[src/rtl/core/assert_macros.svh]
// ----------------------------------------------------------------------------
// assert_macros.svh
// Shared concurrent assertion wrappers for the blur core
// ----------------------------------------------------------------------------
`ifndef ASSERT_MACROS_SVH
`define ASSERT_MACROS_SVH

// check a property on every rising clock edge outside reset
`define BBR_ASSERT(lbl, clk, rst_n, prop, msg) \
  lbl: assert property (@(posedge clk) disable iff (!rst_n) prop) else $error(msg);

// check a property on every rising clock edge, reset included
`define BBR_ASSERT_ALWAYS(lbl, clk, prop, msg) \
  lbl: assert property (@(posedge clk) prop) else $error(msg);

`endif

[src/rtl/core/bbr_pkg.sv]
// ----------------------------------------------------------------------------
// bbr_pkg
// Types and constants shared by the 3x3 region box blur core
// ----------------------------------------------------------------------------
package bbr_pkg;

  // index widths, wide enough for the largest supported frame
  localparam int unsigned COL_W = 6;
  localparam int unsigned ROW_W = 16;

  // depth of the queue between front and back
  localparam int unsigned QUEUE_DEPTH = 4;

  // reciprocals for the divisors 4, 6 and 9, scaled by 2^23
  localparam int unsigned RECIP_SHIFT = 23;
  localparam logic [21:0] RECIP_4 = 22'd2097152;
  localparam logic [21:0] RECIP_6 = 22'd1398102;
  localparam logic [21:0] RECIP_9 = 22'd932068;

  // configuration register indexes
  typedef enum logic [2:0] {
    REG_IMAGE_ROWS       = 3'd0,
    REG_IMAGE_COLS       = 3'd1,
    REG_REGION_ROW_FIRST = 3'd2,
    REG_REGION_COL_FIRST = 3'd3,
    REG_REGION_ROW_FINAL = 3'd4,
    REG_REGION_COL_FINAL = 3'd5,
    REG_SPARE_6          = 3'd6,
    REG_SPARE_7          = 3'd7
  } reg_idx_e;

  // back end sequencer
  typedef enum logic [2:0] {
    B_IDLE,
    B_READ,
    B_DRAIN,
    B_SCALE,
    B_MUL,
    B_OUT
  } back_state_e;

  // one classified sample on its way to the back end
  typedef struct packed {
    logic signed [15:0] sample;
    logic [COL_W-1:0]   col;
    logic [1:0]         rot;
    logic [ROW_W-1:0]   row;
    logic               row_end;
    logic               last_row;
  } q_item_t;

  // frame geometry as seen by the back end
  typedef struct packed {
    logic [COL_W-1:0] ncols;
    logic [9:0]       row_first;
    logic [4:0]       col_first;
    logic [9:0]       row_final;
    logic [4:0]       col_final;
  } geom_t;

endpackage

[src/rtl/core/bbr_smp_if.sv]
// ----------------------------------------------------------------------------
// bbr_smp_if
// Sample input channel, valid/ready with one Q8.8 sample per item
// ----------------------------------------------------------------------------
interface bbr_smp_if;
  logic               valid;
  logic               ready;
  logic signed [15:0] sample;

  modport source (output valid, output sample, input ready);
  modport sink (input valid, input sample, output ready);
endinterface

[src/rtl/core/bbr_pix_if.sv]
// ----------------------------------------------------------------------------
// bbr_pix_if
// Pixel output channel, valid/ready with pixel and burst markers
// ----------------------------------------------------------------------------
interface bbr_pix_if;
  logic               valid;
  logic               ready;
  logic signed [15:0] pixel_out;
  logic               run_last;
  logic               frame_last;

  modport source (output valid, output pixel_out, output run_last, output frame_last,
                  input ready);
  modport sink (input valid, input pixel_out, input run_last, input frame_last,
                output ready);
endinterface

[src/rtl/core/box_blur_3x3_region.sv]
// ----------------------------------------------------------------------------
// box_blur_3x3_region
// 3x3 rounded box mean over a region of interest in a raster sample stream
// ----------------------------------------------------------------------------
// Samples enter a short queue at one per cycle while it has room; the back end
// takes one queued sample per cycle into the line store while it is idle. A row
// end releases a burst of results for the row above (two rows on the last row of
// a frame). Each result pixel passes through the back end as nine neighbourhood
// reads through the single read port of the line store, then drain, scale,
// multiply and output; the back end takes no new sample until the burst is done.
// The line store needs no clearing pass after reset.
module box_blur_3x3_region
  import bbr_pkg::*;
#(
  parameter int unsigned MAX_COLS = 32,
  parameter int unsigned MAX_ROWS = 1024
) (
  input  logic        clk_i,
  input  logic        rst_ni,
  input  logic        psel,
  input  logic        penable,
  input  logic        pwrite,
  input  logic [4:0]  paddr,
  input  logic [31:0] pwdata,
  output logic [31:0] prdata,
  output logic        pready,
  bbr_smp_if.sink     sample_i,
  bbr_pix_if.source   pixel_o
);

  q_item_t push_item, pop_item;
  logic    push_valid, push_ready, pop_valid, pop_ready;
  geom_t   geom;

  // front: registers and classification
  bbr_front #(
    .MAX_COLS (MAX_COLS),
    .MAX_ROWS (MAX_ROWS)
  ) u_front (
    .clk_i        (clk_i),
    .rst_ni       (rst_ni),
    .psel         (psel),
    .penable      (penable),
    .pwrite       (pwrite),
    .paddr        (paddr),
    .pwdata       (pwdata),
    .prdata       (prdata),
    .pready       (pready),
    .smp          (sample_i),
    .item_o       (push_item),
    .item_valid_o (push_valid),
    .item_ready_i (push_ready),
    .geom_o       (geom)
  );

  // decoupling queue
  bbr_queue u_queue (
    .clk_i        (clk_i),
    .rst_ni       (rst_ni),
    .push_item_i  (push_item),
    .push_valid_i (push_valid),
    .push_ready_o (push_ready),
    .pop_item_o   (pop_item),
    .pop_valid_o  (pop_valid),
    .pop_ready_i  (pop_ready)
  );

  // back: line store and mean
  bbr_back #(
    .MAX_COLS (MAX_COLS)
  ) u_back (
    .clk_i        (clk_i),
    .rst_ni       (rst_ni),
    .item_i       (pop_item),
    .item_valid_i (pop_valid),
    .item_ready_o (pop_ready),
    .geom_i       (geom),
    .pix          (pixel_o)
  );

endmodule

[src/rtl/core/bbr_front.sv]
// ----------------------------------------------------------------------------
// bbr_front
// Configuration registers, raster position tracking and item classification
// ----------------------------------------------------------------------------
module bbr_front
  import bbr_pkg::*;
#(
  parameter int unsigned MAX_COLS = 32,
  parameter int unsigned MAX_ROWS = 1024
) (
  input  logic        clk_i,
  input  logic        rst_ni,
  input  logic        psel,
  input  logic        penable,
  input  logic        pwrite,
  input  logic [4:0]  paddr,
  input  logic [31:0] pwdata,
  output logic [31:0] prdata,
  output logic        pready,
  bbr_smp_if.sink     smp,
  output q_item_t     item_o,
  output logic        item_valid_o,
  input  logic        item_ready_i,
  output geom_t       geom_o
);

  logic [10:0]      image_rows_q;
  logic [5:0]       image_cols_q;
  logic [9:0]       row_first_q;
  logic [4:0]       col_first_q;
  logic [9:0]       row_final_q;
  logic [4:0]       col_final_q;
  logic [COL_W-1:0] col_q, col_d;
  logic [ROW_W-1:0] row_q, row_d;
  logic [1:0]       rot_q, rot_d;
  logic [16:0]      rows_ext, rows_clamp;
  logic [6:0]       cols_ext, cols_clamp;
  logic [ROW_W-1:0] nrows;
  logic [COL_W-1:0] ncols;
  logic             cfg_wr, push, row_end, last_row, reg_hit;
  reg_idx_e         idx;

  localparam logic [16:0] MaxRows = 17'(MAX_ROWS);
  localparam logic [6:0]  MaxCols = 7'(MAX_COLS);

  assign pready = 1'b1;
  assign idx    = reg_idx_e'(paddr[4:2]);
  assign cfg_wr = psel && penable && pwrite;

  // effective frame size
  always_comb begin
    rows_ext   = 17'(image_rows_q);
    cols_ext   = 7'(image_cols_q);
    rows_clamp = (rows_ext < 17'd2) ? 17'd2 : ((rows_ext > MaxRows) ? MaxRows : rows_ext);
    cols_clamp = (cols_ext < 7'd2) ? 7'd2 : ((cols_ext > MaxCols) ? MaxCols : cols_ext);
    nrows      = ROW_W'(rows_clamp);
    ncols      = COL_W'(cols_clamp);
  end

  // register readback
  always_comb begin
    unique case (idx)
      REG_IMAGE_ROWS:       prdata = 32'(image_rows_q);
      REG_IMAGE_COLS:       prdata = 32'(image_cols_q);
      REG_REGION_ROW_FIRST: prdata = 32'(row_first_q);
      REG_REGION_COL_FIRST: prdata = 32'(col_first_q);
      REG_REGION_ROW_FINAL: prdata = 32'(row_final_q);
      REG_REGION_COL_FINAL: prdata = 32'(col_final_q);
      default:              prdata = 32'd0;
    endcase
  end

  always_comb begin
    unique case (idx)
      REG_SPARE_6, REG_SPARE_7: reg_hit = 1'b0;
      default:                  reg_hit = 1'b1;
    endcase
  end

  // classify the incoming item
  assign smp.ready    = item_ready_i;
  assign item_valid_o = smp.valid;
  assign push         = smp.valid && item_ready_i;
  assign row_end      = (col_q == ncols - COL_W'(1));
  assign last_row     = (row_q == nrows - ROW_W'(1));

  always_comb begin
    item_o.sample   = smp.sample;
    item_o.col      = col_q;
    item_o.rot      = rot_q;
    item_o.row      = row_q;
    item_o.row_end  = row_end;
    item_o.last_row = last_row;
  end

  // raster position after this item, cleared by a write to a used register
  always_comb begin
    col_d = col_q;
    row_d = row_q;
    rot_d = rot_q;
    if (cfg_wr && reg_hit) begin
      col_d = '0;
      row_d = '0;
      rot_d = '0;
    end else if (push) begin
      if (!row_end) begin
        col_d = col_q + COL_W'(1);
      end else begin
        col_d = '0;
        if (last_row) begin
          row_d = '0;
          rot_d = '0;
        end else begin
          row_d = row_q + ROW_W'(1);
          rot_d = (rot_q == 2'd2) ? 2'd0 : rot_q + 2'd1;
        end
      end
    end
  end

  always_ff @(posedge clk_i or negedge rst_ni) begin
    if (!rst_ni) begin
      col_q <= '0;
      row_q <= '0;
      rot_q <= '0;
    end else begin
      col_q <= col_d;
      row_q <= row_d;
      rot_q <= rot_d;
    end
  end

  // configuration registers
  always_ff @(posedge clk_i or negedge rst_ni) begin
    if (!rst_ni) begin
      image_rows_q <= 11'd2;
      image_cols_q <= 6'd2;
      row_first_q  <= '0;
      col_first_q  <= '0;
      row_final_q  <= '0;
      col_final_q  <= '0;
    end else if (cfg_wr) begin
      unique case (idx)
        REG_IMAGE_ROWS:       image_rows_q <= pwdata[10:0];
        REG_IMAGE_COLS:       image_cols_q <= pwdata[5:0];
        REG_REGION_ROW_FIRST: row_first_q  <= pwdata[9:0];
        REG_REGION_COL_FIRST: col_first_q  <= pwdata[4:0];
        REG_REGION_ROW_FINAL: row_final_q  <= pwdata[9:0];
        REG_REGION_COL_FINAL: col_final_q  <= pwdata[4:0];
        default: ;
      endcase
    end
  end

  always_comb begin
    geom_o.ncols     = ncols;
    geom_o.row_first = row_first_q;
    geom_o.col_first = col_first_q;
    geom_o.row_final = row_final_q;
    geom_o.col_final = col_final_q;
  end

endmodule

[src/rtl/core/bbr_queue.sv]
// ----------------------------------------------------------------------------
// bbr_queue
// Short item queue that decouples the front from the back
// ----------------------------------------------------------------------------
module bbr_queue
  import bbr_pkg::*;
(
  input  logic    clk_i,
  input  logic    rst_ni,
  input  q_item_t push_item_i,
  input  logic    push_valid_i,
  output logic    push_ready_o,
  output q_item_t pop_item_o,
  output logic    pop_valid_o,
  input  logic    pop_ready_i
);

  localparam int unsigned PW = $clog2(QUEUE_DEPTH);

  q_item_t       slot_q [QUEUE_DEPTH];
  logic [PW-1:0] wptr_q, rptr_q;
  logic [PW:0]   cnt_q;
  logic          push, pop;

  assign push_ready_o = (cnt_q != (PW+1)'(QUEUE_DEPTH));
  assign pop_valid_o  = (cnt_q != '0);
  assign push         = push_valid_i && push_ready_o;
  assign pop          = pop_valid_o && pop_ready_i;
  assign pop_item_o   = slot_q[rptr_q];

  // storage
  always_ff @(posedge clk_i) begin
    if (push) begin
      slot_q[wptr_q] <= push_item_i;
    end
  end

  // pointers and fill count
  always_ff @(posedge clk_i or negedge rst_ni) begin
    if (!rst_ni) begin
      wptr_q <= '0;
      rptr_q <= '0;
      cnt_q  <= '0;
    end else begin
      if (push) wptr_q <= wptr_q + PW'(1);
      if (pop) rptr_q <= rptr_q + PW'(1);
      if (push && !pop) begin
        cnt_q <= cnt_q + (PW+1)'(1);
      end else if (pop && !push) begin
        cnt_q <= cnt_q - (PW+1)'(1);
      end
    end
  end

endmodule

[src/rtl/core/bbr_back.sv]
// ----------------------------------------------------------------------------
// bbr_back
// Line store, neighbourhood gather, rounded mean and result output
// ----------------------------------------------------------------------------
`include "assert_macros.svh"

module bbr_back
  import bbr_pkg::*;
#(
  parameter int unsigned MAX_COLS = 32
) (
  input  logic      clk_i,
  input  logic      rst_ni,
  input  q_item_t   item_i,
  input  logic      item_valid_i,
  output logic      item_ready_o,
  input  geom_t     geom_i,
  bbr_pix_if.source pix
);

  localparam int unsigned AW = $clog2(3 * MAX_COLS);

  back_state_e        state_q, state_d;
  logic signed [15:0] mem_q [3 * MAX_COLS];
  logic signed [15:0] rd_q, center_q;
  logic [COL_W-1:0]   j_q;
  logic [1:0]         tr_q, tc_q, cur_q;
  logic [ROW_W-1:0]   row_q;
  logic               phase_q, two_q, acc_vld_q, acc_ctr_q, neg_q;
  logic signed [19:0] sum_q;
  logic [18:0]        x_q;
  logic [21:0]        m_q;
  logic [40:0]        prod_q;

  logic [1:0]         prev, prev2, st_above, st_mid, st_below, tap_st;
  logic               has_above, has_below, col_lo_ok, col_hi_ok;
  logic               tap_row_ok, tap_col_ok, last_tap, last_col, in_region;
  logic [COL_W-1:0]   tap_col;
  logic [ROW_W-1:0]   erow;
  logic [AW-1:0]      waddr, raddr;
  logic               pop, we, start;
  logic [19:0]        abs_sum;
  logic [2:0]         half;
  logic [21:0]        recip;
  logic [16:0]        quot;
  logic [15:0]        mean;

  // stores of the row being emitted and its neighbours
  always_comb begin
    prev  = (cur_q == 2'd0) ? 2'd2 : cur_q - 2'd1;
    prev2 = (cur_q == 2'd2) ? 2'd0 : cur_q + 2'd1;
    if (!phase_q) begin
      st_above  = prev2;
      st_mid    = prev;
      st_below  = cur_q;
      has_above = (row_q >= ROW_W'(2));
      has_below = 1'b1;
      erow      = row_q - ROW_W'(1);
    end else begin
      st_above  = prev;
      st_mid    = cur_q;
      st_below  = cur_q;
      has_above = 1'b1;
      has_below = 1'b0;
      erow      = row_q;
    end
  end

  assign col_lo_ok = (j_q != '0);
  assign last_col  = (j_q == geom_i.ncols - COL_W'(1));
  assign col_hi_ok = !last_col;
  assign last_tap  = (tr_q == 2'd2) && (tc_q == 2'd2);
  assign in_region = (erow >= ROW_W'(geom_i.row_first)) && (erow <= ROW_W'(geom_i.row_final))
                  && (j_q >= COL_W'(geom_i.col_first)) && (j_q <= COL_W'(geom_i.col_final));

  // tap address, invalid taps fall back to the centre row or column
  always_comb begin
    tap_row_ok = (tr_q == 2'd1) || (tr_q == 2'd0 && has_above) || (tr_q == 2'd2 && has_below);
    tap_col_ok = (tc_q == 2'd1) || (tc_q == 2'd0 && col_lo_ok) || (tc_q == 2'd2 && col_hi_ok);
    tap_st     = !tap_row_ok ? st_mid : ((tr_q == 2'd0) ? st_above :
                                         ((tr_q == 2'd1) ? st_mid : st_below));
    tap_col    = !tap_col_ok ? j_q : ((tc_q == 2'd0) ? j_q - COL_W'(1) :
                                      ((tc_q == 2'd1) ? j_q : j_q + COL_W'(1)));
    raddr      = AW'(tap_st) * AW'(MAX_COLS) + AW'(tap_col);
    waddr      = AW'(item_i.rot) * AW'(MAX_COLS) + AW'(item_i.col);
  end

  // divisor from the neighbourhood shape
  always_comb begin
    if (has_above && has_below && col_lo_ok && col_hi_ok) begin
      half  = 3'd4;
      recip = RECIP_9;
    end else if ((has_above && has_below) || (col_lo_ok && col_hi_ok)) begin
      half  = 3'd3;
      recip = RECIP_6;
    end else begin
      half  = 3'd2;
      recip = RECIP_4;
    end
    abs_sum = sum_q[19] ? 20'(-sum_q) : 20'(sum_q);
    quot    = 17'(prod_q >> RECIP_SHIFT);
    mean    = neg_q ? 16'(-quot) : 16'(quot);
  end

  // next state
  always_comb begin
    state_d = state_q;
    unique case (state_q)
      B_IDLE: begin
        if (item_valid_i && item_i.row_end && (item_i.row != '0)) state_d = B_READ;
      end
      B_READ:  if (last_tap) state_d = B_DRAIN;
      B_DRAIN: state_d = B_SCALE;
      B_SCALE: state_d = B_MUL;
      B_MUL:   state_d = B_OUT;
      B_OUT: begin
        if (pix.ready) begin
          if (!last_col || (!phase_q && two_q)) state_d = B_READ;
          else state_d = B_IDLE;
        end
      end
      default: state_d = B_IDLE;
    endcase
  end

  // outputs of the sequencer
  always_comb begin
    item_ready_o   = 1'b0;
    pix.valid      = 1'b0;
    unique case (state_q)
      B_IDLE:  item_ready_o = 1'b1;
      B_OUT:   pix.valid    = 1'b1;
      default: ;
    endcase
    pix.pixel_out  = in_region ? signed'(mean) : center_q;
    pix.run_last   = last_col && (phase_q || !two_q);
    pix.frame_last = last_col && phase_q;
  end

  assign pop   = item_valid_i && item_ready_o;
  assign we    = pop;
  assign start = (state_q == B_OUT) && pix.ready && (state_d == B_READ);

  // line store
  always_ff @(posedge clk_i) begin
    if (we) mem_q[waddr] <= item_i.sample;
    rd_q <= mem_q[raddr];
  end

  // datapath registers
  always_ff @(posedge clk_i) begin
    if (acc_ctr_q) center_q <= rd_q;
    if (state_q == B_SCALE) begin
      neg_q <= sum_q[19];
      x_q   <= 19'(abs_sum) + 19'(half);
      m_q   <= recip;
    end
    if (state_q == B_MUL) prod_q <= 41'(x_q) * 41'(m_q);
  end

  // sequencer registers
  always_ff @(posedge clk_i or negedge rst_ni) begin
    if (!rst_ni) begin
      state_q   <= B_IDLE;
      j_q       <= '0;
      tr_q      <= '0;
      tc_q      <= '0;
      cur_q     <= '0;
      row_q     <= '0;
      phase_q   <= 1'b0;
      two_q     <= 1'b0;
      acc_vld_q <= 1'b0;
      acc_ctr_q <= 1'b0;
      sum_q     <= '0;
    end else begin
      state_q   <= state_d;
      acc_vld_q <= (state_q == B_READ) && tap_row_ok && tap_col_ok;
      acc_ctr_q <= (state_q == B_READ) && (tr_q == 2'd1) && (tc_q == 2'd1);
      if (acc_vld_q) sum_q <= sum_q + 20'(rd_q);
      // take a row end item
      if (pop && item_i.row_end && (item_i.row != '0)) begin
        cur_q   <= item_i.rot;
        row_q   <= item_i.row;
        two_q   <= item_i.last_row;
        phase_q <= 1'b0;
        j_q     <= '0;
        tr_q    <= '0;
        tc_q    <= '0;
        sum_q   <= '0;
      end
      // step through the nine taps
      if (state_q == B_READ) begin
        if (tc_q == 2'd2) begin
          tc_q <= 2'd0;
          tr_q <= tr_q + 2'd1;
        end else begin
          tc_q <= tc_q + 2'd1;
        end
      end
      // next pixel or next row of the burst
      if (start) begin
        tr_q  <= '0;
        tc_q  <= '0;
        sum_q <= '0;
        if (last_col) begin
          phase_q <= 1'b1;
          j_q     <= '0;
        end else begin
          j_q <= j_q + COL_W'(1);
        end
      end
    end
  end

  `BBR_ASSERT(a_frame_last_ends_run, clk_i, rst_ni, pix.valid && pix.frame_last |-> pix.run_last, "frame end without run end")
  `BBR_ASSERT(a_read_then_drain, clk_i, rst_ni, (state_q == B_READ) && last_tap |=> state_q == B_DRAIN, "tap sweep did not drain")
  `BBR_ASSERT(a_acc_after_read, clk_i, rst_ni, acc_vld_q |-> $past(state_q == B_READ), "accumulate outside tap sweep")

endmodule

[src/flat_wrapper.sv]
// flat-port wrapper written by rule: the top's interface ports become plain ports
module box_blur_3x3_region_flat import bbr_pkg::*;
#(
  parameter int unsigned MAX_COLS = 32,
  parameter int unsigned MAX_ROWS = 1024
)
  (clk_i, rst_ni, psel, penable, pwrite, paddr, pwdata, prdata, pready, sample_i_valid, sample_i_sample, sample_i_ready, pixel_o_valid, pixel_o_pixel_out, pixel_o_run_last, pixel_o_frame_last, pixel_o_ready);
  bbr_smp_if sample_i_i ();
  bbr_pix_if pixel_o_i ();
  input  logic clk_i;
  input  logic rst_ni;
  input  logic psel;
  input  logic penable;
  input  logic pwrite;
  input  logic [4:0] paddr;
  input  logic [31:0] pwdata;
  output logic [31:0] prdata;
  output logic pready;
  input wire logic [$bits(sample_i_i.valid)-1:0] sample_i_valid;
  input wire logic [$bits(sample_i_i.sample)-1:0] sample_i_sample;
  output wire logic [$bits(sample_i_i.ready)-1:0] sample_i_ready;
  output wire logic [$bits(pixel_o_i.valid)-1:0] pixel_o_valid;
  output wire logic [$bits(pixel_o_i.pixel_out)-1:0] pixel_o_pixel_out;
  output wire logic [$bits(pixel_o_i.run_last)-1:0] pixel_o_run_last;
  output wire logic [$bits(pixel_o_i.frame_last)-1:0] pixel_o_frame_last;
  input wire logic [$bits(pixel_o_i.ready)-1:0] pixel_o_ready;
  assign sample_i_i.valid = sample_i_valid;
  assign sample_i_i.sample = sample_i_sample;
  assign sample_i_ready = sample_i_i.ready;
  assign pixel_o_valid = pixel_o_i.valid;
  assign pixel_o_pixel_out = pixel_o_i.pixel_out;
  assign pixel_o_run_last = pixel_o_i.run_last;
  assign pixel_o_frame_last = pixel_o_i.frame_last;
  assign pixel_o_i.ready = pixel_o_ready;
  box_blur_3x3_region #(.MAX_COLS(MAX_COLS), .MAX_ROWS(MAX_ROWS)) u_core (.clk_i(clk_i), .rst_ni(rst_ni), .psel(psel), .penable(penable), .pwrite(pwrite), .paddr(paddr), .pwdata(pwdata), .prdata(prdata), .pready(pready), .sample_i(sample_i_i), .pixel_o(pixel_o_i));
endmodule
[config.mk]
export PLATFORM = sky130hd
export DESIGN_NAME = box_blur_3x3_region_flat
export DESIGN_NICKNAME = d
export VERILOG_FILES = /design/src/rtl/core/bbr_pkg.sv /design/src/rtl/core/bbr_smp_if.sv /design/src/rtl/core/bbr_pix_if.sv /design/src/rtl/core/box_blur_3x3_region.sv /design/src/rtl/core/bbr_front.sv /design/src/rtl/core/bbr_queue.sv /design/src/rtl/core/bbr_back.sv /design/src/flat_wrapper.sv
export VERILOG_INCLUDE_DIRS = /design/src /design/src/rtl/core
export SDC_FILE = /design/constraint.sdc
export NUM_CORES = 2
export LEC_CHECK = 0
export ABC_AREA = 1
export BUFFER_PORTS_ARGS = -buffer_cell sky130_fd_sc_hd__buf_2
export CAP_MARGIN = 20
export CORE_MARGIN = 2
export CORE_UTILIZATION = 30
export DETAILED_ROUTE_END_ITERATION = 8
export SETUP_SLACK_MARGIN = 0.1
export SLEW_MARGIN = 25
export SYNTH_ARGS = -nofsm -noshare
export SYNTH_HDL_FRONTEND = slang
export SYNTH_HIERARCHICAL = 1
export SYNTH_SLANG_ARGS = --single-unit
[constraint.sdc]
create_clock -name clk_i -period 6.3 [get_ports clk_i]
set_input_delay 0.945 -clock clk_i [delete_from_list [all_inputs] [get_ports clk_i]]
set_output_delay 0.945 -clock clk_i [all_outputs]
set_load 0.01 [all_outputs]
==> flow_summary.ini <==
[global_routing]
gr-total-overflow = 0
antenna_found_initial = 7
grt_pass1_vias = 62420
grt_max_degree = 175
grt_pass1_wl_mm = 387
grtUsageTotal = 0.158

[worst_setup_path]
reg2reg_slack_ps = 200
arrival_ps = 6680
critical-path-max-stage-delay_ps = 570
r2r_cells = 24
critical_path_class = reg2reg
cp_max_fo = 4
r2r_end = u_core/u_back/prod_q[36]
cp-end-kind = register
worstPathRequired_ps = 6880
cp_slowest_cell = fa_2
setup.worst_path.start_class = register
path_cells = buf_4, clkbuf_16, nand2_1, inv_1, fa_2, fa_1, buf_4, fa_1, fa_2, fa_1, inv_1, fa_1, inv_1, ha_4, nand2_4, nor4_4, buf_4, o2111ai_4, nand4_1, nand3_1, nand2_1, nor3b_4, a21oi_2, xor2_1
r2r_start = u_core/u_back/m_q[18]
cp_common_cell = fa_1

[routing]
num_vias = 64402
first_pass_iters = 6
wl_per_cell_um = 19.6
ant_nets = 0
viasPerCell = 4.89
drcViolationCount = 0
drtIter0Drc = 6567
wirelength_mm = 259

[synthesis]
yosys_most_used_dff = edfxtp_1
synth_area_leaders = edfxtp_1, nand3_1, nand2_1
ys_types = 64
synth_seq_cells = 1909
synth_common_cells = edfxtp_1, nand3_1, nand2_1
synth.top_cell.area_share = 0.560
yosysSeqAreaShare = 0.599
yosysMostFrequentCell = edfxtp_1
syn_inst = 8799
synth-edff-count = 1760
yosysTopAreaCell = edfxtp_1
async_flop_share = 0.0697
synthesis.area_um2 = 94300
synth_warnings = 6
syn_area_per_cell_um2 = 10.7

[timing]
finalHoldViolCount = 0
worst_slew_pin_slew_ps = 999
fmax_ghz = 0.164
clock_skew_ps = 63.9
final-setup-viol-count = 0
period_needed_ps = 6100
postLayoutSetupSlackWorst_ps = 198
min_period_over_period = 0.969
drv_slew = 0
rsz0062_at_grt = true
relSlewSlack = 0.329

[floorplanning]
core_area_um2 = 312000
initial_core_util = 0.302
rows = 205
die_h_um = 565
fp.dieW_um = 565
die_area_um2 = 319000
pin_count = 113

[status]
outcome = finished clean

[layout]
finalNetCount = 9359
area_delta_synth_final_pct = 13.2
drive_above_1_share = 0.0938

[place]
io_buffers = 67
place_ws_ps = -195
place_congestion = 0.897
post-dp-hpwl_mm = 164

[clocking]
clk_latency_ps = 890
cts.clk_slew.worst_paths_ps = 60
cts_buffers = 200
cts.sinks = 1909
cts_tree = yes
ctsRootBufferMaster = clkbuf_16
cts_max_level = 4
cts_hold_buf = 0
cts_buffer_depth = 4

[run]
maxCapViolCount = 0

[min_path]
hp-class = in2async
-- logic make-up (layout without fill, tap and decap cells) --
kind of cell	after synthesis	in the layout	share of synthesized area
buffers and inverters	1822	2039	0.0797
AOI/OAI and AO/OA	699	699	0.0480
adders and majority gates	410	410	0.0698
and+or+nand+nor	3830	3830	0.191
DFF	1909	1909	0.599
other	2	25	0.0000796
xor gates and xnor gates	127	127	0.0118
-- metrics by stage --
step,cells,instance area (um2),utilization,TNS (ps),hold slack (ps)
after CTS,13165,106000,0.341,0,119
after global routing,13178,107000,0.342,-138,171
after global placement,12814,100000,0.321,-226,472
after detailed placement,12814,100000,0.321,-408,487
final,13179,107000,0.342,0,135
after floorplan,8819,94400,-,0,415
-- layout make-up --
cell class / count / area, um2
fillers: 30707 / 206000
flip-flops and latches: 1909 / 56500
repair buffers: 375 / 3150
well taps: 4140 / 5180
clock buffers: 267 / 5380
clock inverters: 82 / 658
diodes: 3 / 7.51
inverters: 1315 / 4970
multi-input cells: 5088 / 31000
-- worst max-delay path: cells and delay by family, from the launching register on --
family	cells	cell delay (ps)
adders and majority gates	7	3280
and+or+nand+nor	7	1020
DFF	1	400
AOI/OAI and AO/OA	2	190
xor gates and xnor gates	1	140
buffers and inverters	7	820
-- worst max path at each step --
stage	start	to	slack, ps
2_1_floorplan	u_core/u_back/m_q[19]	u_core/u_back/prod_q[36]	240
3_3_place_gp	u_core/u_back/m_q[19]	u_core/u_back/prod_q[36]	-130
3_5_place_dp	u_core/u_back/m_q[19]	u_core/u_back/prod_q[36]	-200
4_1_cts	u_core/u_back/m_q[18]	u_core/u_back/prod_q[38]	110
5_1_grt	u_core/u_back/m_q[18]	u_core/u_back/prod_q[32]	-70
6_report	u_core/u_back/m_q[18]	u_core/u_back/prod_q[36]	200
-- cells in the final DEF (no fill, tap or decap), drive strengths merged, types with 7 or more instances in the layout --
master / instances
o211ai: 236
a31oi: 12
nor3: 27
xnor2: 45
xor2: 82
o21bai: 7
nand3: 1399
conb: 22
or2: 131
a21oi: 112
bufinv: 7
nand4: 24
dfrtp: 131
buf: 373
o21a: 8
nor2: 467
fa: 194
nand2: 1410
clkbuf: 269
nand3b: 356
edfxtp: 1760
o21ai: 264
dfxtp: 16
nor4: 10
ha: 216
o22ai: 29
clkinv: 72
inv: 1313
-- layer usage --
layer | vias to the layer above | global-route usage | wire, um | part of all wire
met5 | - | 0 | 28 | 0.00011
met4 | 4 | 0.0507 | 8110 | 0.031
met3 | 420 | 0.0201 | 17000 | 0.066
met2 | 2175 | 0.254 | 120000 | 0.46
met1 | 31881 | 0.220 | 114000 | 0.44
li1 | 29922 | - | - | -
-- flip-flops by register name, indices dropped and copies added, names as in the netlist, 10 cells and up --
name,cells
u_core/u_back/center_q,16
u_core/u_back/mem_q,1536
u_core/u_back/prod_q,16
u_core/u_back/rd_q,16
u_core/u_back/row_q,16
u_core/u_back/sum_q,20
u_core/u_back/x_q,19
u_core/u_front/image_rows_q,11
u_core/u_front/row_final_q,10
u_core/u_front/row_first_q,10
u_core/u_front/row_q,16
u_core/u_queue/slot_q,168
-- timing repair --
action | in CTS | in global routing
pin swaps | 5 | 29
setup endpoints to repair | 14 | 16
cloned | 0 | 2
setup buffers | 2 | 9
gates resized for setup | 13 | 68
Power is left out: the tool's default activity adds up to more than one toggle a clock period on the data nets, which glitch-free logic cannot reach.
